## src/rtl/rle4_pkg.sv

```systemverilog
// ----------------------------------------------------------------------------
// rle4_pkg
// Shared types and constants for the 4-bit run-length bitmap run decoder.
// ----------------------------------------------------------------------------
`default_nettype none

package rle4_pkg;

  // Size limits, used as parameter defaults
  localparam int MAX_WIDTH_DEF  = 1024;
  localparam int MAX_HEIGHT_DEF = 1024;

  // Configuration port
  localparam int CFG_ADDR_W = 2;
  localparam int CFG_DATA_W = 16;

  localparam logic [CFG_ADDR_W-1:0] CFG_IDX_IMAGE_WIDTH  = 2'd0;
  localparam logic [CFG_ADDR_W-1:0] CFG_IDX_IMAGE_HEIGHT = 2'd1;
  localparam logic [CFG_ADDR_W-1:0] CFG_IDX_PALETTE_MASK = 2'd2;

  localparam logic [10:0] RST_IMAGE_WIDTH  = 11'd256;
  localparam logic [10:0] RST_IMAGE_HEIGHT = 11'd64;
  localparam logic [15:0] RST_PALETTE_MASK = 16'hFFFE;

  // Escape codes following a zero count byte
  localparam logic [7:0] ESC_EOL   = 8'd0;
  localparam logic [7:0] ESC_EOB   = 8'd1;
  localparam logic [7:0] ESC_DELTA = 8'd2;

  localparam logic [3:0] NIBBLE_MASK = 4'hF;

  typedef enum logic [2:0] {
    PH_COUNT,
    PH_COLOR,
    PH_ESCAPE,
    PH_DELTA_X,
    PH_DELTA_Y,
    PH_ABS,
    PH_PAD
  } phase_t;

  typedef struct packed {
    logic [10:0] image_width;
    logic [10:0] image_height;
    logic [15:0] palette_mask;
  } rle4_cfg_t;

  typedef struct packed {
    logic [7:0] data_byte;
    logic       first_byte;
  } in_item_t;

  typedef struct packed {
    logic [9:0] row;
    logic [9:0] x_start;
    logic [7:0] pixel_count;
    logic       color_even;
    logic       color_odd;
    logic       image_done;
  } out_item_t;

endpackage

`default_nettype wire

```

## src/rtl/rle4_cfg_regs.sv

```systemverilog
// ----------------------------------------------------------------------------
// rle4_cfg_regs
// Configuration register file: width, height and palette mask.
// ----------------------------------------------------------------------------
`default_nettype none

module rle4_cfg_regs
  import rle4_pkg::*;
(
  input  wire logic                  clk,
  input  wire logic                  rst_n,
  input  wire logic                  cfg_valid,
  output logic                       cfg_ready,
  input  wire logic [CFG_ADDR_W-1:0] cfg_addr,
  input  wire logic [CFG_DATA_W-1:0] cfg_data,
  output rle4_cfg_t                  cfg
);

  logic [10:0] image_width_r,  image_width_nxt;
  logic [10:0] image_height_r, image_height_nxt;
  logic [15:0] palette_mask_r, palette_mask_nxt;

  assign cfg_ready = 1'b1;

  always_comb begin
    image_width_nxt  = image_width_r;
    image_height_nxt = image_height_r;
    palette_mask_nxt = palette_mask_r;
    if (cfg_valid) begin
      case (cfg_addr)
        CFG_IDX_IMAGE_WIDTH:  image_width_nxt  = cfg_data[10:0];
        CFG_IDX_IMAGE_HEIGHT: image_height_nxt = cfg_data[10:0];
        CFG_IDX_PALETTE_MASK: palette_mask_nxt = cfg_data[15:0];
        default: ;  // unknown index: ignored
      endcase
    end
  end

  always_ff @(posedge clk) begin
    if (!rst_n) begin
      image_width_r  <= RST_IMAGE_WIDTH;
      image_height_r <= RST_IMAGE_HEIGHT;
      palette_mask_r <= RST_PALETTE_MASK;
    end else begin
      image_width_r  <= image_width_nxt;
      image_height_r <= image_height_nxt;
      palette_mask_r <= palette_mask_nxt;
    end
  end

  assign cfg.image_width  = image_width_r;
  assign cfg.image_height = image_height_r;
  assign cfg.palette_mask = palette_mask_r;

endmodule

`default_nettype wire

```

## src/rtl/rle4_decode.sv

```systemverilog
// ----------------------------------------------------------------------------
// rle4_decode
// Decoder state and per-byte logic: phase, position, run counters and
// the clipped run for one registered input item.
// ----------------------------------------------------------------------------
`default_nettype none

module rle4_decode
  import rle4_pkg::*;
#(
  parameter int MAX_WIDTH  = MAX_WIDTH_DEF,
  parameter int MAX_HEIGHT = MAX_HEIGHT_DEF
) (
  input  wire logic      clk,
  input  wire logic      rst_n,
  input  rle4_cfg_t      cfg,
  input  wire logic      step,
  input  in_item_t       item,
  output logic           res_valid,
  output out_item_t      res
);

  localparam int CW   = $clog2(MAX_WIDTH + 1);
  localparam int RW   = $clog2(MAX_HEIGHT);
  localparam int HW   = $clog2(MAX_HEIGHT + 1);
  localparam int WCMP = (CW > 11) ? CW : 11;
  localparam int HCMP = (HW > 11) ? HW : 11;
  localparam int KW   = (CW > 8) ? CW : 8;
  localparam int SW   = KW + 1;
  localparam int DW   = (RW > 8) ? RW : 8;
  localparam int RST_H = (int'(RST_IMAGE_HEIGHT) > MAX_HEIGHT) ?
                         MAX_HEIGHT : int'(RST_IMAGE_HEIGHT);
  localparam logic [RW-1:0] RST_ROW = RW'(RST_H - 1);

  phase_t        phase_r, phase_nxt;
  logic [CW-1:0] column_r, column_nxt;
  logic [RW-1:0] row_r, row_nxt;
  logic [7:0]    run_r, run_nxt;
  logic [7:0]    abs_r, abs_nxt;
  logic          pad_r, pad_nxt;
  logic          fin_r, fin_nxt;

  logic [CW-1:0] eff_w;
  logic [HW-1:0] eff_h;
  logic [RW-1:0] h_m1;

  phase_t        cur_phase;
  logic [CW-1:0] cur_col;
  logic [RW-1:0] cur_row;
  logic [7:0]    cur_run, cur_abs;
  logic          cur_pad, cur_fin;

  logic [7:0]    b;
  logic [8:0]    b_p1;
  logic          row_oor;
  logic [7:0]    abs_n, abs_after;
  logic [7:0]    run_n;
  logic [7:0]    adv_amt;
  logic [SW-1:0] col_sum;
  logic [CW-1:0] col_sat;
  logic [CW-1:0] room;
  logic [KW-1:0] k_ext;
  logic          run_fits;
  logic          dy_under;
  logic [DW-1:0] row_sub;
  logic          valid_c;
  out_item_t     res_c;

  // Effective size: register values clamped to the build limits
  always_comb begin
    if (WCMP'(cfg.image_width) > WCMP'(MAX_WIDTH)) eff_w = CW'(MAX_WIDTH);
    else                                           eff_w = CW'(cfg.image_width);
    if (HCMP'(cfg.image_height) > HCMP'(MAX_HEIGHT)) eff_h = HW'(MAX_HEIGHT);
    else                                             eff_h = HW'(cfg.image_height);
  end

  assign h_m1 = (eff_h != '0) ? RW'(eff_h - HW'(1)) : '0;

  // first_byte restarts the image before the byte is decoded
  assign cur_phase = item.first_byte ? PH_COUNT : phase_r;
  assign cur_col   = item.first_byte ? '0       : column_r;
  assign cur_row   = item.first_byte ? h_m1     : row_r;
  assign cur_run   = item.first_byte ? '0       : run_r;
  assign cur_abs   = item.first_byte ? '0       : abs_r;
  assign cur_pad   = item.first_byte ? 1'b0     : pad_r;
  assign cur_fin   = item.first_byte ? 1'b0     : fin_r;

  assign b       = item.data_byte;
  assign b_p1    = 9'(b) + 9'd1;
  assign row_oor = HW'(cur_row) >= eff_h;

  assign abs_n     = (cur_abs < 8'd2) ? cur_abs : 8'd2;
  assign abs_after = cur_abs - abs_n;

  assign run_n   = (cur_phase == PH_ABS) ? abs_n : cur_run;
  assign adv_amt = (cur_phase == PH_DELTA_X) ? b : run_n;

  // Column advance, saturating at the width limit
  assign col_sum = SW'(cur_col) + SW'(adv_amt);
  assign col_sat = (col_sum > SW'(MAX_WIDTH)) ? CW'(MAX_WIDTH) : CW'(col_sum);

  // Clip against the right edge
  assign run_fits = cur_col < eff_w;
  assign room     = eff_w - cur_col;
  assign k_ext    = (KW'(run_n) < KW'(room)) ? KW'(run_n) : KW'(room);

  assign dy_under = DW'(b) > DW'(cur_row);
  assign row_sub  = DW'(cur_row) - DW'(b);

  // Next phase
  always_comb begin
    phase_nxt = cur_phase;
    if (!cur_fin) begin
      case (cur_phase)
        PH_COUNT:   phase_nxt = (b == ESC_EOL) ? PH_ESCAPE : PH_COLOR;
        PH_COLOR:   phase_nxt = PH_COUNT;
        PH_ESCAPE: begin
          if (b == ESC_DELTA)                         phase_nxt = PH_DELTA_X;
          else if (b > ESC_DELTA && !row_oor)         phase_nxt = PH_ABS;
          else                                        phase_nxt = PH_COUNT;
        end
        PH_DELTA_X: phase_nxt = PH_DELTA_Y;
        PH_DELTA_Y: phase_nxt = PH_COUNT;
        PH_ABS: begin
          if (row_oor)                phase_nxt = PH_COUNT;
          else if (abs_after == '0)   phase_nxt = cur_pad ? PH_PAD : PH_COUNT;
          else                        phase_nxt = PH_ABS;
        end
        PH_PAD:     phase_nxt = PH_COUNT;
        default:    phase_nxt = PH_COUNT;
      endcase
    end
  end

  // Datapath and result
  always_comb begin
    column_nxt = cur_col;
    row_nxt    = cur_row;
    run_nxt    = cur_run;
    abs_nxt    = cur_abs;
    pad_nxt    = cur_pad;
    fin_nxt    = cur_fin;
    valid_c    = 1'b0;
    res_c      = '0;

    if (!cur_fin) begin
      case (cur_phase)
        PH_COUNT: begin
          if (b != ESC_EOL) run_nxt = b;
        end
        PH_COLOR: begin
          if (row_oor) begin
            fin_nxt = 1'b1;
            valid_c = 1'b1;
            res_c.image_done = 1'b1;
          end else begin
            column_nxt = col_sat;
            valid_c    = run_fits && (k_ext != '0);
          end
        end
        PH_ESCAPE: begin
          if (b == ESC_EOL) begin
            column_nxt = '0;
            if (cur_row == '0) begin
              fin_nxt = 1'b1;
              valid_c = 1'b1;
              res_c.image_done = 1'b1;
            end else begin
              row_nxt = cur_row - RW'(1);
            end
          end else if (b == ESC_EOB) begin
            fin_nxt = 1'b1;
            valid_c = 1'b1;
            res_c.image_done = 1'b1;
          end else if (b != ESC_DELTA) begin
            if (row_oor) begin
              fin_nxt = 1'b1;
              valid_c = 1'b1;
              res_c.image_done = 1'b1;
            end else begin
              abs_nxt = b;
              // pad byte when the data byte count is odd
              pad_nxt = b_p1[1];
            end
          end
        end
        PH_DELTA_X: column_nxt = col_sat;
        PH_DELTA_Y: begin
          if (dy_under) begin
            fin_nxt = 1'b1;
            valid_c = 1'b1;
            res_c.image_done = 1'b1;
          end else begin
            row_nxt = RW'(row_sub);
          end
        end
        PH_ABS: begin
          if (row_oor) begin
            fin_nxt = 1'b1;
            valid_c = 1'b1;
            res_c.image_done = 1'b1;
          end else begin
            abs_nxt = abs_after;
            if (abs_n != '0) begin
              column_nxt = col_sat;
              valid_c    = run_fits && (k_ext != '0);
            end
          end
        end
        PH_PAD: ;
        default: ;
      endcase
    end

    if (valid_c && !res_c.image_done) begin
      res_c.row         = 10'(cur_row);
      res_c.x_start     = 10'(cur_col);
      res_c.pixel_count = k_ext[7:0];
      res_c.color_even  = cfg.palette_mask[b[7:4]];
      res_c.color_odd   = cfg.palette_mask[b[3:0] & NIBBLE_MASK];
    end
  end

  always_ff @(posedge clk) begin
    if (!rst_n) begin
      phase_r  <= PH_COUNT;
      column_r <= '0;
      row_r    <= RST_ROW;
      run_r    <= '0;
      abs_r    <= '0;
      pad_r    <= 1'b0;
      fin_r    <= 1'b0;
    end else if (step) begin
      phase_r  <= phase_nxt;
      column_r <= column_nxt;
      row_r    <= row_nxt;
      run_r    <= run_nxt;
      abs_r    <= abs_nxt;
      pad_r    <= pad_nxt;
      fin_r    <= fin_nxt;
    end
  end

  assign res_valid = step && valid_c;
  assign res       = res_c;

`ifndef NO_ASSERTIONS
  a_done_is_empty: assert property (@(posedge clk) disable iff (!rst_n)
    res_valid && res.image_done |-> res.pixel_count == '0 && res.row == '0)
    else $error("done marker carries a run");

  a_run_nonempty: assert property (@(posedge clk) disable iff (!rst_n)
    res_valid && !res.image_done |-> res.pixel_count != '0)
    else $error("empty run emitted");

  a_quiet_when_finished: assert property (@(posedge clk) disable iff (!rst_n)
    step && fin_r && !item.first_byte |-> !res_valid)
    else $error("result after image finished");

  a_done_sets_finished: assert property (@(posedge clk) disable iff (!rst_n)
    res_valid && res.image_done |=> fin_r && phase_r == PH_COUNT)
    else $error("done marker did not finish the image");

  a_column_bound: assert property (@(posedge clk) disable iff (!rst_n)
    column_r <= CW'(MAX_WIDTH))
    else $error("column beyond width limit");
`endif

endmodule

`default_nettype wire

```

## src/rtl/rle4_out_reg.sv

```systemverilog
// ----------------------------------------------------------------------------
// rle4_out_reg
// Result register: holds one run item until the output side takes it.
// ----------------------------------------------------------------------------
`default_nettype none

module rle4_out_reg
  import rle4_pkg::*;
(
  input  wire logic clk,
  input  wire logic rst_n,
  input  wire logic load,
  input  wire logic load_valid,
  input  out_item_t load_item,
  output logic      out_valid,
  input  wire logic out_ready,
  output out_item_t out_data
);

  logic      valid_r, valid_nxt;
  out_item_t item_r;

  // load only happens when the register is empty or being drained
  assign valid_nxt = load ? load_valid : (valid_r && !out_ready);

  always_ff @(posedge clk) begin
    if (!rst_n) valid_r <= 1'b0;
    else        valid_r <= valid_nxt;
  end

  always_ff @(posedge clk) begin
    if (load && load_valid) item_r <= load_item;
  end

  assign out_valid = valid_r;
  assign out_data  = item_r;

endmodule

`default_nettype wire

```

## src/rtl/rle4_bitmap_run_decoder.sv

```systemverilog
// ----------------------------------------------------------------------------
// rle4_bitmap_run_decoder
// 4-bit run-length bitmap decoder: compressed bytes in, clipped one-bit
// pixel runs out, bottom row first.
// ----------------------------------------------------------------------------
//
//   channel   dir  handshake            payload
//   in_       in   in_valid/in_ready    in_item_t  {data_byte, first_byte}
//   out_      out  out_valid/out_ready  out_item_t {row, x_start, pixel_count,
//                                                  color_even, color_odd,
//                                                  image_done}
//   cfg_      in   cfg_valid/cfg_ready  cfg_addr (register index), cfg_data
//
// One byte per cycle while out_ready keeps up: input register, phase logic,
// result register; out_valid rises once an item has passed both registers.
// A byte gives zero or one run item; a full result register with out_ready
// low holds the input register, and in_ready drops once both are full.
// Synchronous active-low reset; no clearing pass, ready right after reset.
// cfg_ready is always high; registers take effect on the next decoded byte.
// ----------------------------------------------------------------------------
`default_nettype none

module rle4_bitmap_run_decoder
  import rle4_pkg::*;
#(
  parameter int MAX_WIDTH  = MAX_WIDTH_DEF,
  parameter int MAX_HEIGHT = MAX_HEIGHT_DEF
) (
  input  wire logic                  clk,
  input  wire logic                  rst_n,

  input  wire logic                  in_valid,
  output logic                       in_ready,
  input  in_item_t                   in_data,

  output logic                       out_valid,
  input  wire logic                  out_ready,
  output out_item_t                  out_data,

  input  wire logic                  cfg_valid,
  output logic                       cfg_ready,
  input  wire logic [CFG_ADDR_W-1:0] cfg_addr,
  input  wire logic [CFG_DATA_W-1:0] cfg_data
);

  rle4_cfg_t cfg;
  logic      s1_valid_r, s1_valid_nxt;
  in_item_t  s1_item_r;
  logic      step;
  logic      res_valid;
  out_item_t res;

  rle4_cfg_regs u_cfg (
    .clk       (clk),
    .rst_n     (rst_n),
    .cfg_valid (cfg_valid),
    .cfg_ready (cfg_ready),
    .cfg_addr  (cfg_addr),
    .cfg_data  (cfg_data),
    .cfg       (cfg)
  );

  // Input register
  assign step         = s1_valid_r && (!out_valid || out_ready);
  assign in_ready     = !s1_valid_r || step;
  assign s1_valid_nxt = (in_valid && in_ready) ? 1'b1 : (step ? 1'b0 : s1_valid_r);

  always_ff @(posedge clk) begin
    if (!rst_n) s1_valid_r <= 1'b0;
    else        s1_valid_r <= s1_valid_nxt;
  end

  always_ff @(posedge clk) begin
    if (in_valid && in_ready) s1_item_r <= in_data;
  end

  rle4_decode #(
    .MAX_WIDTH  (MAX_WIDTH),
    .MAX_HEIGHT (MAX_HEIGHT)
  ) u_decode (
    .clk       (clk),
    .rst_n     (rst_n),
    .cfg       (cfg),
    .step      (step),
    .item      (s1_item_r),
    .res_valid (res_valid),
    .res       (res)
  );

  rle4_out_reg u_out (
    .clk        (clk),
    .rst_n      (rst_n),
    .load       (step),
    .load_valid (res_valid),
    .load_item  (res),
    .out_valid  (out_valid),
    .out_ready  (out_ready),
    .out_data   (out_data)
  );

`ifndef NO_ASSERTIONS
  a_stall_holds_stage: assert property (@(posedge clk) disable iff (!rst_n)
    s1_valid_r && !step |=> s1_valid_r && $stable(s1_item_r))
    else $error("input stage lost a stalled item");

  a_no_step_when_blocked: assert property (@(posedge clk) disable iff (!rst_n)
    out_valid && !out_ready |-> !step)
    else $error("decode advanced into a full result register");

  a_result_follows_step: assert property (@(posedge clk) disable iff (!rst_n)
    $rose(out_valid) |-> $past(step))
    else $error("result appeared without a decoded item");
`endif

endmodule

`default_nettype wire

```

## config.mk

```make
export PLATFORM = sky130hd
export DESIGN_NAME = rle4_bitmap_run_decoder
export DESIGN_NICKNAME = d
export VERILOG_FILES = /design/src/rtl/rle4_pkg.sv /design/src/rtl/rle4_cfg_regs.sv /design/src/rtl/rle4_decode.sv /design/src/rtl/rle4_out_reg.sv /design/src/rtl/rle4_bitmap_run_decoder.sv
export SDC_FILE = /design/constraint.sdc
export NUM_CORES = 1
export LEC_CHECK = 0
export BUFFER_PORTS_ARGS = -buffer_cell sky130_fd_sc_hd__buf_4
export CAP_MARGIN = 40
export CORE_ASPECT_RATIO = 1.25
export CORE_UTILIZATION = 40
export CTS_BUF_LIST = sky130_fd_sc_hd__clkbuf_8 sky130_fd_sc_hd__clkbuf_16
export CTS_CLUSTER_SIZE = 30
export DETAILED_ROUTE_END_ITERATION = 7
export GPL_ROUTABILITY_DRIVEN = 0
export GPL_TIMING_DRIVEN = 0
export PLACE_DENSITY = 0.57
export SLEW_MARGIN = 20
export SYNTH_ARGS = -nofsm -noshare
export SYNTH_HDL_FRONTEND = slang
export SYNTH_HIERARCHICAL = 1
export SYNTH_SLANG_ARGS = --single-unit
export TNS_END_PERCENT = 20
```

## constraint.sdc

```tcl
create_clock -name clk -period 6 [get_ports clk]
set_input_delay 1.2 -clock clk [delete_from_list [all_inputs] [get_ports clk]]
set_output_delay 1.2 -clock clk [all_outputs]
set_load 0.01 [all_outputs]
```

[Yosys cells after proc, flatten, opt, wreduce, memory -nomap -nowiden]
Cells that the tools add are included.
Storage, ports and cells
  register bits after elaboration: 122
  input bits: 32
  output and inout bits: 34
  logic and storage cells: 148
Operators by class
  add/sub/neg operators: 7
  magnitude comparators: 11
  equality and inequality tests: 10
  mux-type cells: 71
  reduce and logical (&&, ||, !) cells: 29
Operators with widths (number)
  $mux 8: 14
  $mux 11: 10
  $mux 10: 6
  $pmux 11 s4: 1
  $mux 1: 25
  $gt 11x11->1 const B: 2
  $reduce_bool 11->1: 2
  $mux 3: 7
  $pmux 10 s2: 1
  $sub 10x1->10 const B: 2
  $logic_not 8->1: 2
  $pmux 8 s2: 1
  $reduce_bool 8->1: 2
  $add 11x8->12: 1
  $gt 12x11->1 const B: 1
  $pmux 3 s4: 1
  $ge 10x11->1: 1
  $lt 11x11->1: 1
  $lt 8x11->1: 1
  $sub 11x11->11: 1
  $gt 8x10->1: 1
  $logic_not 10->1: 1
  $lt 4x5->1 const B: 2
  $sub 10x8->10: 1
  other kinds (24): 41

[Depth between registers and ports, before layout]
Gate-level depths: netlist of the first run.
  depth after elaboration: 14
  mapped depth: 26
  mapped depth without buffers: 20

[Hierarchy]
Netlist of the first run, hierarchy kept.
Modules (own cells, without submodules)
  rle4_decode: instances 1, cells each 798, area an instance 5947.0 µm², sequential area each 840.8 µm²
  rle4_cfg_regs: instances 1, cells each 164, area an instance 1589.0 µm², sequential area each 760.7 µm²
  rle4_out_reg: instances 1, cells each 35, area an instance 974.7 µm², sequential area each 950.9 µm²
  rle4_bitmap_run_decoder: instances 1, cells each 16, area an instance 345.3 µm², sequential area each 290.3 µm²

[Worst setup path after synthesis of the first run]
Ideal clock, no wire load.
  path kind: register to register
  from: reg s1_item_r[0] (netlist bit)
  to: reg u_out.item_r, in the netlist u_out/out_data[0] (enable)
  setup time: 340 ps
  arrival: 5235 ps
  required time: 5660 ps
  path slack: 425 ps
  cell stages (with the launch flop): 26
  path buffers: 6
  clock period less this slack: 5575 ps
  cell sequence: edfxtp_1 > clkbuf_1 > buf_2 > buf_1 > buf_1 > clkbuf_1 > buf_1 > nor2b_1 > ha_1 > inv_1 > fa_1 > a211oi_1 > o21bai_1 > a21oi_1 > xnor2_1 > inv_1 > ha_1 > a21o_1 > a221oi_1 > nand2_1 > o311a_1 > o311ai_0 > or4b_1 > nand3_1 > a21oi_1 > and2_4
On the way
  cells in the longest elaborated chain, start to end: 14
  elaborated cells on any way between the ends: 36
Ends and longest elaborated chain
  start: declaration: line rle4_bitmap_run_decoder.sv:48  | in_item_t s1_item_r;
  start signal: assignment: line rle4_bitmap_run_decoder.sv:74  | if (in_valid && in_ready) s1_item_r <= in_data;
  $mux 8: line rle4_decode.sv:84  | assign cur_abs = item.first_byte ? '0 : abs_r;
  $lt 8x2->1: line rle4_decode.sv:92  | assign abs_n = (cur_abs < 8'd2) ? cur_abs : 8'd2;
  $mux 8: line rle4_decode.sv:92
  $mux 8: line rle4_decode.sv:95  | assign run_n = (cur_phase == PH_ABS) ? abs_n : cur_run;
  $lt 8x11->1: line rle4_decode.sv:105  | assign k_ext = (KW'(run_n) < KW'(room)) ? KW'(run_n) : KW'(room);
  $mux 11: line rle4_decode.sv:105
  $reduce_bool 11->1: line rle4_decode.sv:158, rle4_decode.sv:206
  $logic_and 1x1->1: line rle4_decode.sv:158, rle4_decode.sv:206
  $mux 1: line rle4_decode.sv:204  | if (abs_n != '0) begin
  $mux 1: line rle4_decode.sv:198  | if (row_oor) begin
  $pmux 1 s4: line rle4_decode.sv:147  | case (cur_phase)
  $mux 1 *: line rle4_decode.sv:146  | if (!cur_fin) begin
  $logic_and 1x1->1 *: line rle4_decode.sv:244  | assign res_valid = step && valid_c;
  via res_valid: line rle4_bitmap_run_decoder.sv:50  | logic res_valid;
  $logic_and 1x1->1 *: line rle4_out_reg.sv:32  | if (load && load_valid) item_r <= load_item;
  end signal: assignment: line rle4_out_reg.sv:32
  end: declaration: line rle4_out_reg.sv:21  | out_item_t item_r;
Mark *: on every way through the listed nets, which the timed path passes. The rest lies on a longest branch.
A chain may end at the register's enable or synchronous reset.

[Worst setup path in the final report of the first run]
  from: reg s1_item_r[0] (netlist bit)
  to: reg u_out.valid_r, in the netlist u_out/out_valid
On the way
  cells in the longest elaborated chain, start to end: 14
  elaborated cells on any way between the ends: 36
Ends and longest elaborated chain
  $mux 8: line rle4_decode.sv:84
  $lt 8x2->1: line rle4_decode.sv:92
  $mux 8: line rle4_decode.sv:92
  $mux 8: line rle4_decode.sv:95
  $lt 8x11->1: line rle4_decode.sv:105
  $mux 11: line rle4_decode.sv:105
  $reduce_bool 11->1: line rle4_decode.sv:158, rle4_decode.sv:206
  $logic_and 1x1->1: line rle4_decode.sv:158, rle4_decode.sv:206
  $mux 1: line rle4_decode.sv:204
  $mux 1: line rle4_decode.sv:198
  $pmux 1 s4: line rle4_decode.sv:147
  $mux 1 *: line rle4_decode.sv:146
  $logic_and 1x1->1 *: line rle4_decode.sv:244
  via res_valid: line rle4_bitmap_run_decoder.sv:50
  $mux 1 *: line rle4_out_reg.sv:24  | assign valid_nxt = load ? load_valid : (valid_r && !out_ready);
  end signal: assignment: line rle4_out_reg.sv:28  | else valid_r <= valid_nxt;
  end: declaration: line rle4_out_reg.sv:20  | logic valid_r, valid_nxt;
Marked as above.

==> impl_metrics.py, run 1 <==
metrics = {
    "floorplanning": {
        "initial_utilization_pct": 41.0,
        "core_sq_um": 21600,
        "io_pins": 66,
        "die-width_um": 135,
        "die_y_um": 168,
        "dieArea_sq_um": 22700,
        "std_cell_rows": 60,
    },
    "cts": {
        "clockBufferDepth": 2,
        "cts.clk_slew.worst_paths_ns": 0.06,
        "cts_buffers": 17,
        "tritoncts": "built",
        "numClockSinks": 122,
        "htreeDepth": 4,
        "cts_hold_buf": 0,
        "clk-insertion-delay-late_ns": 0.44,
        "root_buffer": "clkbuf_16",
    },
    "critical_path": {
        "arrival_ns": 6.04,
        "crit_type": "register to register",
        "cp_max_fo": 10,
        "startpoint_type": "register",
        "crit_slowest_cell": "or4b_4",
        "cp.required_ns": 6.33,
        "crit_chain": "buf_4, inv_1, clkbuf_4, clkbuf_2, nand2_2, ha_1, nor2b_1, o31a_1, o31ai_1, xnor2_1, inv_1, ha_1, and3_1, nand3_1, o211ai_1, o311a_1, o311ai_0, buf_2, or4b_4, nand3_2, a21oi_4, and2_4, buf_12, o21a_1",
        "end_kind": "register",
        "cp_slowest_stage_delay_ns": 0.56,
    },
    "yosys": {
        "netlist_top_cells_area": "dfxtp_1 (19%), edfxtp_1 (14%), ha_1 (7.1%), nand2_1 (3.7%), nor2_1 (3.6%)",
        "syn-num-nets": 1098,
        "synth.avg_cell_area_sq_um": 8.74,
        "synth_largest_area_cell": "dfxtp_1",
        "synth-seq-cells": 122,
        "seq_area_frac_synth_pct": 32.1,
        "async_flop_share_pct": 0,
        "synth_top_area_share_pct": 18.5,
        "syn_inst": 1013,
        "yosysUniqueCellTypes": 98,
        "ys.flop_type": "dfxtp_1",
        "syn_area_sq_um": 8860,
        "yosysWarnings": 6,
        "synth_enable_flop_cells": 40,
    },
    "sta": {
        "hold_violations": 0,
        "slew_viol_final": 0,
        "min_period_ns": 5.71,
        "tightest_slew_ns": 0.931,
        "fin_ws_ns": 0.290,
        "maxSlewHeadroom_pct": 36.3,
        "fin_crit_sh_pct": 95.2,
        "clock_skew_ns": 0.0102,
        "setup_viol": 0,
        "clock.fmax_mhz": 175,
        "fin_tns_setup_ns": 0,
    },
    "global_route": {
        "grt_max_degree": 17,
        "grt_pass1_wl_um": 44200,
        "grt_pass1_vias": 7988,
        "antenna_found_initial": 0,
        "grt_overflow": 0,
        "grt_use_total_pct": 25.4,
    },
    "routing": {
        "ant_nets": 0,
        "vias": 8357,
        "wl_per_cell_um": 20.1,
        "drt_iter0_drc": 856,
        "viasPerCell": 5.97,
        "drc": 0,
        "dr.pass1.iters": 5,
        "routed_wl_um": 28200,
    },
    "status": {
        "outcome": "complete, no violations",
    },
    "run": {
        "maxCapViolCount": 0,
    },
    "place": {
        "portBuffers": 61,
        "hpwl_um": 20700,
        "preCtsSetupSlack_ns": -1.39,
    },
    "final_layout": {
        "drive_gt1_share_pct": 17.9,
        "nNetsFinal": 1193,
        "antenna_cells": 0,
        "area_growth_pct": 18.0,
    },
    "pwr": {
        "cellPowerDensity_nw_per_um2": 226,
        "ir_drop_uv": 205,
        "p_leak_uw": 0.00431,
        "p_total_uw": 2360,
    },
    "min_path": {
        "min_path_type": "register to register",
    },
}
## power breakdown
group          internal [uW]  switching, uW  leakage, uW
registers                874           28.1      0.00103
logic                    198            300      0.00301
clock network            533            430     0.000268
total                   1610            758      0.00431
## worst paths after layout
check | from | end | slack, ns | cells past startpoint
worst min-delay path | u_cfg/image_height_r[4]$_SDFFE_PN0P_ | u_cfg/image_height_r[4]$_SDFFE_PN0P_ | 0.45 | 2
worst max-delay path | s1_item_r[0]$_DFFE_PP_ | u_out/out_valid$_SDFF_PN0_ | 0.29 | 24
worst min register to register | u_cfg/image_height_r[4]$_SDFFE_PN0P_ | u_cfg/image_height_r[4]$_SDFFE_PN0P_ | 0.45 | 2
worst max register to register | s1_item_r[0]$_DFFE_PP_ | u_out/out_valid$_SDFF_PN0_ | 0.29 | 24
## area by class of cell
class | count | area (sq um)
timing repair buffer | 75 | 581
clock inverter | 15 | 116
clock buffer | 17 | 425
fill | 2144 | 11200
tap | 279 | 349
inverter | 66 | 248
multi-input combinational | 770 | 5590
buffer | 56 | 300
sequential | 122 | 2840
## cell families after synthesis
family          after synthesis  synth area share, %
buf+inv                     123                 5.85
xor+xnor                     19                 1.88
simple gates                376                 23.2
compound gates              270                 22.1
fa+ha+maj                    53                 7.74
other cells                   1               0.0423
flops                       122                 32.1
mux                          49                 7.05
## metal layers
metal | global-route usage (%) | routed length [um]
met2 | 41.9 | 13300
met4 | 11.0 | 1010
met1 | 32.9 | 12100
met3 | 3.55 | 1760
met5 | 0 | 0
## Yosys cell counts (15+ instances only)
library cell and count:
nor2_1 86, dfxtp_1 82, inv_1 63, o211ai_1 16, nor3_1 26, nand2b_1 15, edfxtp_1 40, nand2_1 88
o21ai_0 47, mux2i_1 32, a21oi_1 44, nand4b_1 15, nor2b_1 40, clkbuf_1 35, ha_1 50
## through the flow
step,hold slack (ns),std cells,util (%),area [sq um]
after global routing,0.481,1400,48.3,10400
after global placement,0.441,1353,44.7,9660
after detailed placement,0.445,1359,44.8,9700
after CTS,0.458,1398,48.0,10400
after floorplan,0.430,1013,-,8860
final,0.455,1400,48.3,10400
## state kept, by name (all words and copies together), names as in the netlist
signal	flops
u_out/out_data	31
u_cfg/palette_mask_r	16
u_cfg/image_height_r	11
u_cfg/image_width_r	11
u_decode/column_r	11
u_decode/row_r	10
s1_item_r	9
u_decode/abs_r	8
u_decode/run_r	8
u_decode/phase_r	3
s1_valid_r	1
u_decode/fin_r	1
u_decode/pad_r	1
u_out/out_valid	1
## layout by cell type (no fill, tap or decap), drive strengths merged, types with 12 or more instances in the layout
master   n
edfxtp  40
nand2b  15
buf     95
a21oi   47
a21boi  12
nor4    12
ha      50
o211ai  16
nand2   88
dfxtp   82
o21ai   55
nor2    86
nor3    27
nand3   13
nor2b   40
clkbuf  53
nand4   13
mux2i   32
nand4b  15
inv     73
## worst max-delay path, delay by kind of cell (launching register included)
family	cells	cell delay, ns
compound gates	7	1.32
xor+xnor	1	0.21
fa+ha+maj	2	0.65
buf+inv	7	1.44
flops	1	0.45
simple gates	7	1.52
## repair_timing
item	in CTS	in global routing
setup endpoints to repair	62	63
pin swaps	0	1
gates resized for setup	22	20
setup buffers	6	0
hold endpoints to repair	0	0
cloned	2	0
Power figures use the tool's default switching activity.
==> run 2: changes to the inputs <==
--- a/config.mk
+++ b/config.mk
@@ -7,14 +7,14 @@
 export LEC_CHECK = 0
 export BUFFER_PORTS_ARGS = -buffer_cell sky130_fd_sc_hd__buf_4
 export CAP_MARGIN = 40
-export CORE_ASPECT_RATIO = 1.25
-export CORE_UTILIZATION = 40
+export CORE_ASPECT_RATIO = 0.9
+export CORE_UTILIZATION = 56
 export CTS_BUF_LIST = sky130_fd_sc_hd__clkbuf_8 sky130_fd_sc_hd__clkbuf_16
 export CTS_CLUSTER_SIZE = 30
 export DETAILED_ROUTE_END_ITERATION = 7
 export GPL_ROUTABILITY_DRIVEN = 0
 export GPL_TIMING_DRIVEN = 0
-export PLACE_DENSITY = 0.57
+export PLACE_DENSITY = 0.76
 export SLEW_MARGIN = 20
 export SYNTH_ARGS = -nofsm -noshare
 export SYNTH_HDL_FRONTEND = slang
==> run 2 against run 1 <==
  * Worst setup slack worse by 0.030 ns
  * First-iteration DRC count rose by 23%
  * Critical path depth is 1 lower
  * Die area shrank 28%
  * Non-clock buffer count fell by 4
  * Combinational power is 1% lower
  * Final cell count decreased by 5.9%
  * Clock-buffer cell count is 1 higher
  * Global-route usage is 9.3 points higher
  * Critical path type unchanged
  * Critical endpoint unchanged
  * Highest routed layer unchanged
==> impl_metrics.py, run 2 (same netlist as run 1, synthesis figures left out) <==
metrics = {
    "global_route": {
        "grt_overflow": 0,
        "grt_pass1_wl_um": 42800,
        "busiest_layer": "met2",
        "grt_pass1_vias": 7947,
        "grt_use_total_pct": 34.8,
        "antenna_found_initial": 0,
        "grt_max_degree": 17,
        "met2_usage_pct": 52.7,
        "grt_use_met3_pct": 9.90,
        "gr-usage-met1_pct": 46.4,
    },
    "final_layout": {
        "design_area_sq_um": 10400,
        "final_common_cell": "nand2_1",
        "final_cell_mix": "nand2_1 (87), nor2_1 (86), dfxtp_1 (82)",
        "drive_gt1_share_pct": 17.5,
        "antenna_cells": 0,
        "post-route-util_pct": 67.2,
        "area_growth_pct": 17.1,
        "largest_reg_flops": 31,
        "nNetsFinal": 1188,
    },
    "routing": {
        "dr.pass1.iters": 7,
        "drt_iter0_drc": 1049,
        "routed_wl_um": 27200,
        "ant_nets": 0,
        "wl_per_cell_um": 20.6,
        "vias": 8436,
        "viasPerCell": 6.40,
        "drc": 0,
    },
    "place": {
        "portBuffers": 61,
        "placed_area_sq_um": 9610,
        "hpwl_um": 19800,
    },
    "cts": {
        "tritoncts": "built",
        "clk-insertion-delay-late_ns": 0.43,
        "cts.clk_slew.worst_paths_ns": 0.06,
        "htreeDepth": 4,
        "cts_buffers": 17,
        "root_buffer": "clkbuf_16",
        "numClockSinks": 122,
        "clockBufferDepth": 2,
    },
    "critical_path": {
        "arrival_ns": 6.06,
        "rrSetupSlack_ns": 0.26,
        "cp.required_ns": 6.32,
        "cp_max_fo": 10,
        "crit_type": "register to register",
        "end_kind": "register",
        "startpoint_type": "register",
    },
    "pwr": {
        "p_sw_share_pct": 31.3,
        "pwr-share-comb_pct": 20.2,
        "ir_drop_uv": 263,
        "cellPowerDensity_nw_per_um2": 235,
        "power.switching_uw": 764,
        "p_leak_uw": 0.00431,
        "pwr-share-clk_pct": 42.9,
        "intPower_uw": 1680,
        "seq_power_share_pct": 36.9,
    },
    "sta": {
        "hold_violations": 0,
        "min_period_ns": 5.74,
        "clock_skew_ns": 0.00891,
        "hold_ws_ns": 0.454,
        "fin_crit_sh_pct": 95.7,
        "setup_viol": 0,
        "slew_viol_final": 0,
        "maxSlewHeadroom_pct": 44.3,
        "clock.fmax_mhz": 174,
        "tightest_slew_ns": 0.814,
    },
    "floorplanning": {
        "die_y_um": 121,
        "core_sq_um": 15400,
        "std_cell_rows": 43,
        "die-width_um": 135,
        "initial_utilization_pct": 57.4,
        "dieArea_sq_um": 16300,
        "io_pins": 66,
    },
    "min_path": {
        "min_path_type": "register to register",
    },
    "run": {
        "maxCapViolCount": 0,
    },
    "status": {
        "outcome": "complete, no violations",
    },
}
==> run 2: cell types whose count changed in the layout (fill, tap and decap cells not counted), moves of 2 or more <==
cell        change
clkinv_4        -2
buf_6           -3
inv_1           -2
buf_12          +2
inv_8           +3
clkbuf_4        -3
clkinvlp_4      +2
==> run 2: power groups by stage <==
stage               clock [uW]  sequential [uW]  combinational, uW
detailed placement           0              917                463
global placement             0              917                455
global route              1090              904                533
finish                    1050              902                493
CTS                       1050              900                471
floorplan                    0              906                339
==> run 2: worst paths after layout <==
check / startpoint / end / cells after the start
worst min register to register: u_cfg/image_height_r[4]$_SDFFE_PN0P_ / u_cfg/image_height_r[4]$_SDFFE_PN0P_ / 2
worst max register to register: s1_item_r[0]$_DFFE_PP_ / u_out/out_valid$_SDFF_PN0_ / 23
worst max-delay path: s1_item_r[0]$_DFFE_PP_ / u_out/out_valid$_SDFF_PN0_ / 23
worst min-delay path: u_cfg/image_height_r[4]$_SDFFE_PN0P_ / u_cfg/image_height_r[4]$_SDFFE_PN0P_ / 2
==> run 2: critical path, stage by stage, from the launching register on <==
cell and delay [ns]:
edfxtp_1 0.50, buf_4 0.21, clkinvlp_4 0.17, clkbuf_4 0.28, clkbuf_2 0.27, nand2_2 0.18
ha_1 0.35, nor2b_1 0.15, o31a_1 0.31, o31ai_1 0.38, xnor2_1 0.25, inv_1 0.09
ha_1 0.32, and3_1 0.23, nand3_1 0.10, o211ai_1 0.18, o311a_1 0.19, o311ai_1 0.17
or4b_1 0.54, nand3_1 0.14, a21oi_2 0.09, and2_4 0.18, buf_12 0.14, o21a_1 0.19
==> run 2: per-layer routing <==
layer	up-vias	routed length (um)
met1	3933	11600
met4	0	980
li1	3936	-
met5	-	0
met3	83	3010
met2	484	11600
==> run 2: area by class of cell <==
| cell class | count | area, sq um |
|---|---|---|
| timing repair buffer | 73 | 593 |
| inverter | 66 | 251 |
| fill | 1251 | 5070 |
| clock buffer | 18 | 450 |
| buffer | 54 | 280 |
| clock inverter | 14 | 149 |
| sequential | 122 | 2840 |
| multi-input combinational | 769 | 5550 |
| tap | 202 | 253 |
==> run 2: through the flow <==
stage | std cells | setup slack, ns | power [uW] | setup TNS (ns)
5_1_grt | 1318 | -0.0267 | 2520 | -0.0569
3_5_place_dp | 1282 | -1.32 | 1380 | -76.77
6_report | 1318 | 0.261 | 2440 | 0
4_1_cts | 1319 | 0.0173 | 2430 | 0
3_3_place_gp | 1276 | -1.27 | 1370 | -73.06
2_1_floorplan | 1013 | 0.425 | 1240 | 0
==> run 2: repair_timing <==
action / in CTS / in global routing
setup endpoints to repair: 62 / 68
hold endpoints to repair: 0 / 0
cloned: 1 / 0
setup buffers: 6 / 0
resized for setup: 14 / 16
pin swaps: 3 / 0
hold buffers: 0 / 0
==> run 3: changes to the inputs <==
--- a/config.mk
+++ b/config.mk
@@ -8,13 +8,13 @@
 export BUFFER_PORTS_ARGS = -buffer_cell sky130_fd_sc_hd__buf_4
 export CAP_MARGIN = 40
 export CORE_ASPECT_RATIO = 0.9
-export CORE_UTILIZATION = 56
+export CORE_UTILIZATION = 62
 export CTS_BUF_LIST = sky130_fd_sc_hd__clkbuf_8 sky130_fd_sc_hd__clkbuf_16
 export CTS_CLUSTER_SIZE = 30
 export DETAILED_ROUTE_END_ITERATION = 7
 export GPL_ROUTABILITY_DRIVEN = 0
 export GPL_TIMING_DRIVEN = 0
-export PLACE_DENSITY = 0.76
+export PLACE_DENSITY = 0.8
 export SLEW_MARGIN = 20
 export SYNTH_ARGS = -nofsm -noshare
 export SYNTH_HDL_FRONTEND = slang
==> constraint.sdc (replaced) <==
create_clock -name clk -period 5.3 [get_ports clk]
set_input_delay 1.06 -clock clk [delete_from_list [all_inputs] [get_ports clk]]
set_output_delay 1.06 -clock clk [all_outputs]
set_load 0.01 [all_outputs]
==> run 3 against run 2 <==
  * Global-route usage rose by 3.6 points
  * Clock power rose by 5%
  * Combinational power rose by 28%
  * Via count rose by 5.9%
  * First-iteration DRC count rose by 14%
  * Die area fell by 9.5%
  * Critical path depth did not move
  * Core utilization rose by 9.3 points
  * Final cell count rose by 0.46%
  * Total power rose by 13%
  * Final area rose by 3.2%
  * Routed wire length rose by 4.4%
==> impl_metrics.py, run 3 (same netlist as run 1, synthesis figures left out) <==
metrics = {
    "status": {
        "outcome": "complete, no violations",
    },
    "cts": {
        "htreeDepth": 4,
        "cts.clk_slew.worst_paths_ns": 0.06,
        "clk-insertion-delay-late_ns": 0.43,
        "root_buffer": "clkbuf_16",
        "tritoncts": "built",
        "numClockSinks": 122,
        "clockBufferDepth": 2,
        "cts_buffers": 17,
    },
    "global_route": {
        "grt_use_total_pct": 38.4,
        "antenna_found_initial": 0,
        "grt_pass1_vias": 8136,
        "grt_max_degree": 20,
        "grt_pass1_wl_um": 42900,
        "grt_overflow": 0,
    },
    "place": {
        "hpwl_um": 19600,
        "numPlacedInstances": 1270,
        "portBuffers": 61,
        "preCtsSetupSlack_ns": -1.24,
    },
    "critical_path": {
        "r2r_cells": 23,
        "arrival_ns": 5.38,
        "crit_type": "register to register",
        "r2r_end": "u_out/out_data[2]$_DFFE_PP_",
        "rrSetupSlack_ns": 0.11,
        "end_kind": "register",
        "worstReg2RegStart": "s1_item_r[0]$_DFFE_PP_",
        "cp.required_ns": 5.49,
        "cp_max_fo": 10,
        "startpoint_type": "register",
    },
    "routing": {
        "ant_nets": 0,
        "routed_wl_um": 28400,
        "drc": 0,
        "viasPerCell": 6.75,
        "wl_per_cell_um": 21.4,
        "dr.pass1.iters": 7,
        "vias": 8932,
        "drt_iter0_drc": 1194,
    },
    "run": {
        "maxCapViolCount": 0,
    },
    "floorplanning": {
        "initial_utilization_pct": 63.2,
        "die_y_um": 115,
        "io_pins": 66,
        "std_cell_rows": 41,
        "core_sq_um": 14000,
        "dieArea_sq_um": 14800,
        "die-width_um": 128,
    },
    "final_layout": {
        "final_cell_mix": "nand2_1 (87), nor2_1 (86), buf_4 (83)",
        "largest_reg_flops": 31,
        "stdcell_count": 1324,
        "final_common_cell": "nand2_1",
        "area_growth_pct": 20.8,
        "drive_gt1_share_pct": 20.7,
        "antenna_cells": 0,
        "nNetsFinal": 1203,
    },
    "sta": {
        "clock.fmax_mhz": 193,
        "maxSlewHeadroom_pct": 45.1,
        "setup_viol": 0,
        "clock_skew_ns": 0.00845,
        "slew_viol_final": 0,
        "tightest_slew_ns": 0.824,
        "min_period_ns": 5.19,
        "fin_ws_ns": 0.106,
        "hold_violations": 0,
        "fin_crit_sh_pct": 98.0,
        "rsz0062_at_grt": "yes",
    },
    "min_path": {
        "min_path_type": "register to register",
        "hold_end": "u_cfg/image_height_r[7]$_SDFFE_PN0P_",
        "hold_depth": 2,
        "hold_path_startpoint": "u_cfg/image_height_r[7]$_SDFFE_PN0P_",
    },
    "pwr": {
        "ir_drop_uv": 218,
        "cellPowerDensity_nw_per_um2": 257,
        "p_leak_uw": 0.00442,
    },
}
[run 3: timing repair]
item | 4_1_cts | 5_1_grt
endpoints found under the setup margin | 95 | 76
pin swaps | 5 | 15
cloned | 2 | 1
hold buffers | 0 | 0
resized for setup | 39 | 50
setup buffers | 7 | 14
[run 3: how the worst max path moves through the flow]
stage | startpoint | end | slack (ns) | cells past startpoint
after floorplan | s1_item_r[0]$_DFFE_PP_ | u_out/out_data[0]$_DFFE_PP_ | 0.03 | 25
after global placement | s1_item_r[0]$_DFFE_PP_ | u_out/out_data[15]$_DFFE_PP_ | -1.25 | 25
after detailed placement | s1_item_r[0]$_DFFE_PP_ | u_out/out_data[15]$_DFFE_PP_ | -1.24 | 25
after CTS | s1_item_r[0]$_DFFE_PP_ | u_out/out_data[29]$_DFFE_PP_ | 0.007 | 24
after global routing | s1_item_r[0]$_DFFE_PP_ | u_out/out_data[8]$_DFFE_PP_ | -0.05 | 23
final | s1_item_r[0]$_DFFE_PP_ | u_out/out_data[2]$_DFFE_PP_ | 0.11 | 23
[run 3: power by group]
part	leakage (uW)	switching, uW	internal, uW
combinational	0.00312	372	260
clock	0.000269	455	643
sequential	0.00103	33.1	989
total	0.00442	860	1890
[run 3: cell type report]
cell class / count / area (sq um)
Multi-Input combinational cell: 770 / 5780
Buffer: 53 / 340
Inverter: 66 / 253
Clock inverter: 15 / 130
Sequential cell: 122 / 2850
Fill cell: 985 / 3300
Timing Repair Buffer: 88 / 689
Clock buffer: 17 / 425
Tap cell: 193 / 241
[run 3: metal layers]
metal / wire, um / part of all wire, % / global-route usage [%] / vias to the layer above
met5: 0 / 0 / 0 / -
met2: 12200 / 43 / 58.3 / 673
met4: 1420 / 5.0 / 19.3 / 0
met3: 3390 / 12 / 10.1 / 150
li1: - / - / - / 3972
met1: 11400 / 40 / 50.8 / 4137
[run 3: stage by stage]
| step | setup TNS, ns | util [%] | hold slack [ns] | area [sq um] | power, uW |
|---|---|---|---|---|---|
| floorplan | 0 | - | 0.430 | 8860 | 1410 |
| global placement | -77.55 | 68.3 | 0.443 | 9560 | 1550 |
| detailed placement | -77.16 | 68.4 | 0.445 | 9570 | 1560 |
| CTS | 0 | 73.8 | 0.458 | 10300 | 2670 |
| global route | -0.812 | 76.4 | 0.479 | 10700 | 2840 |
| finish | 0 | 76.4 | 0.456 | 10700 | 2750 |
[run 3: critical path, cell delays in order, from the launching register on]
cell and delay [ns]:
edfxtp_1 0.50, buf_6 0.18, clkinvlp_4 0.07, buf_8 0.15, buf_8 0.16, nand2_1 0.14, ha_2 0.37, o21a_1 0.19
o31a_1 0.16, o21a_1 0.21, o21ai_1 0.18, and2_1 0.21, inv_1 0.07, ha_1 0.27, and3_4 0.22, nand3_2 0.08
o211ai_1 0.25, o311a_1 0.28, o311ai_4 0.13, or4b_4 0.56, nand3_4 0.12, a21oi_4 0.06, and2_4 0.21, clkbuf_16 0.17
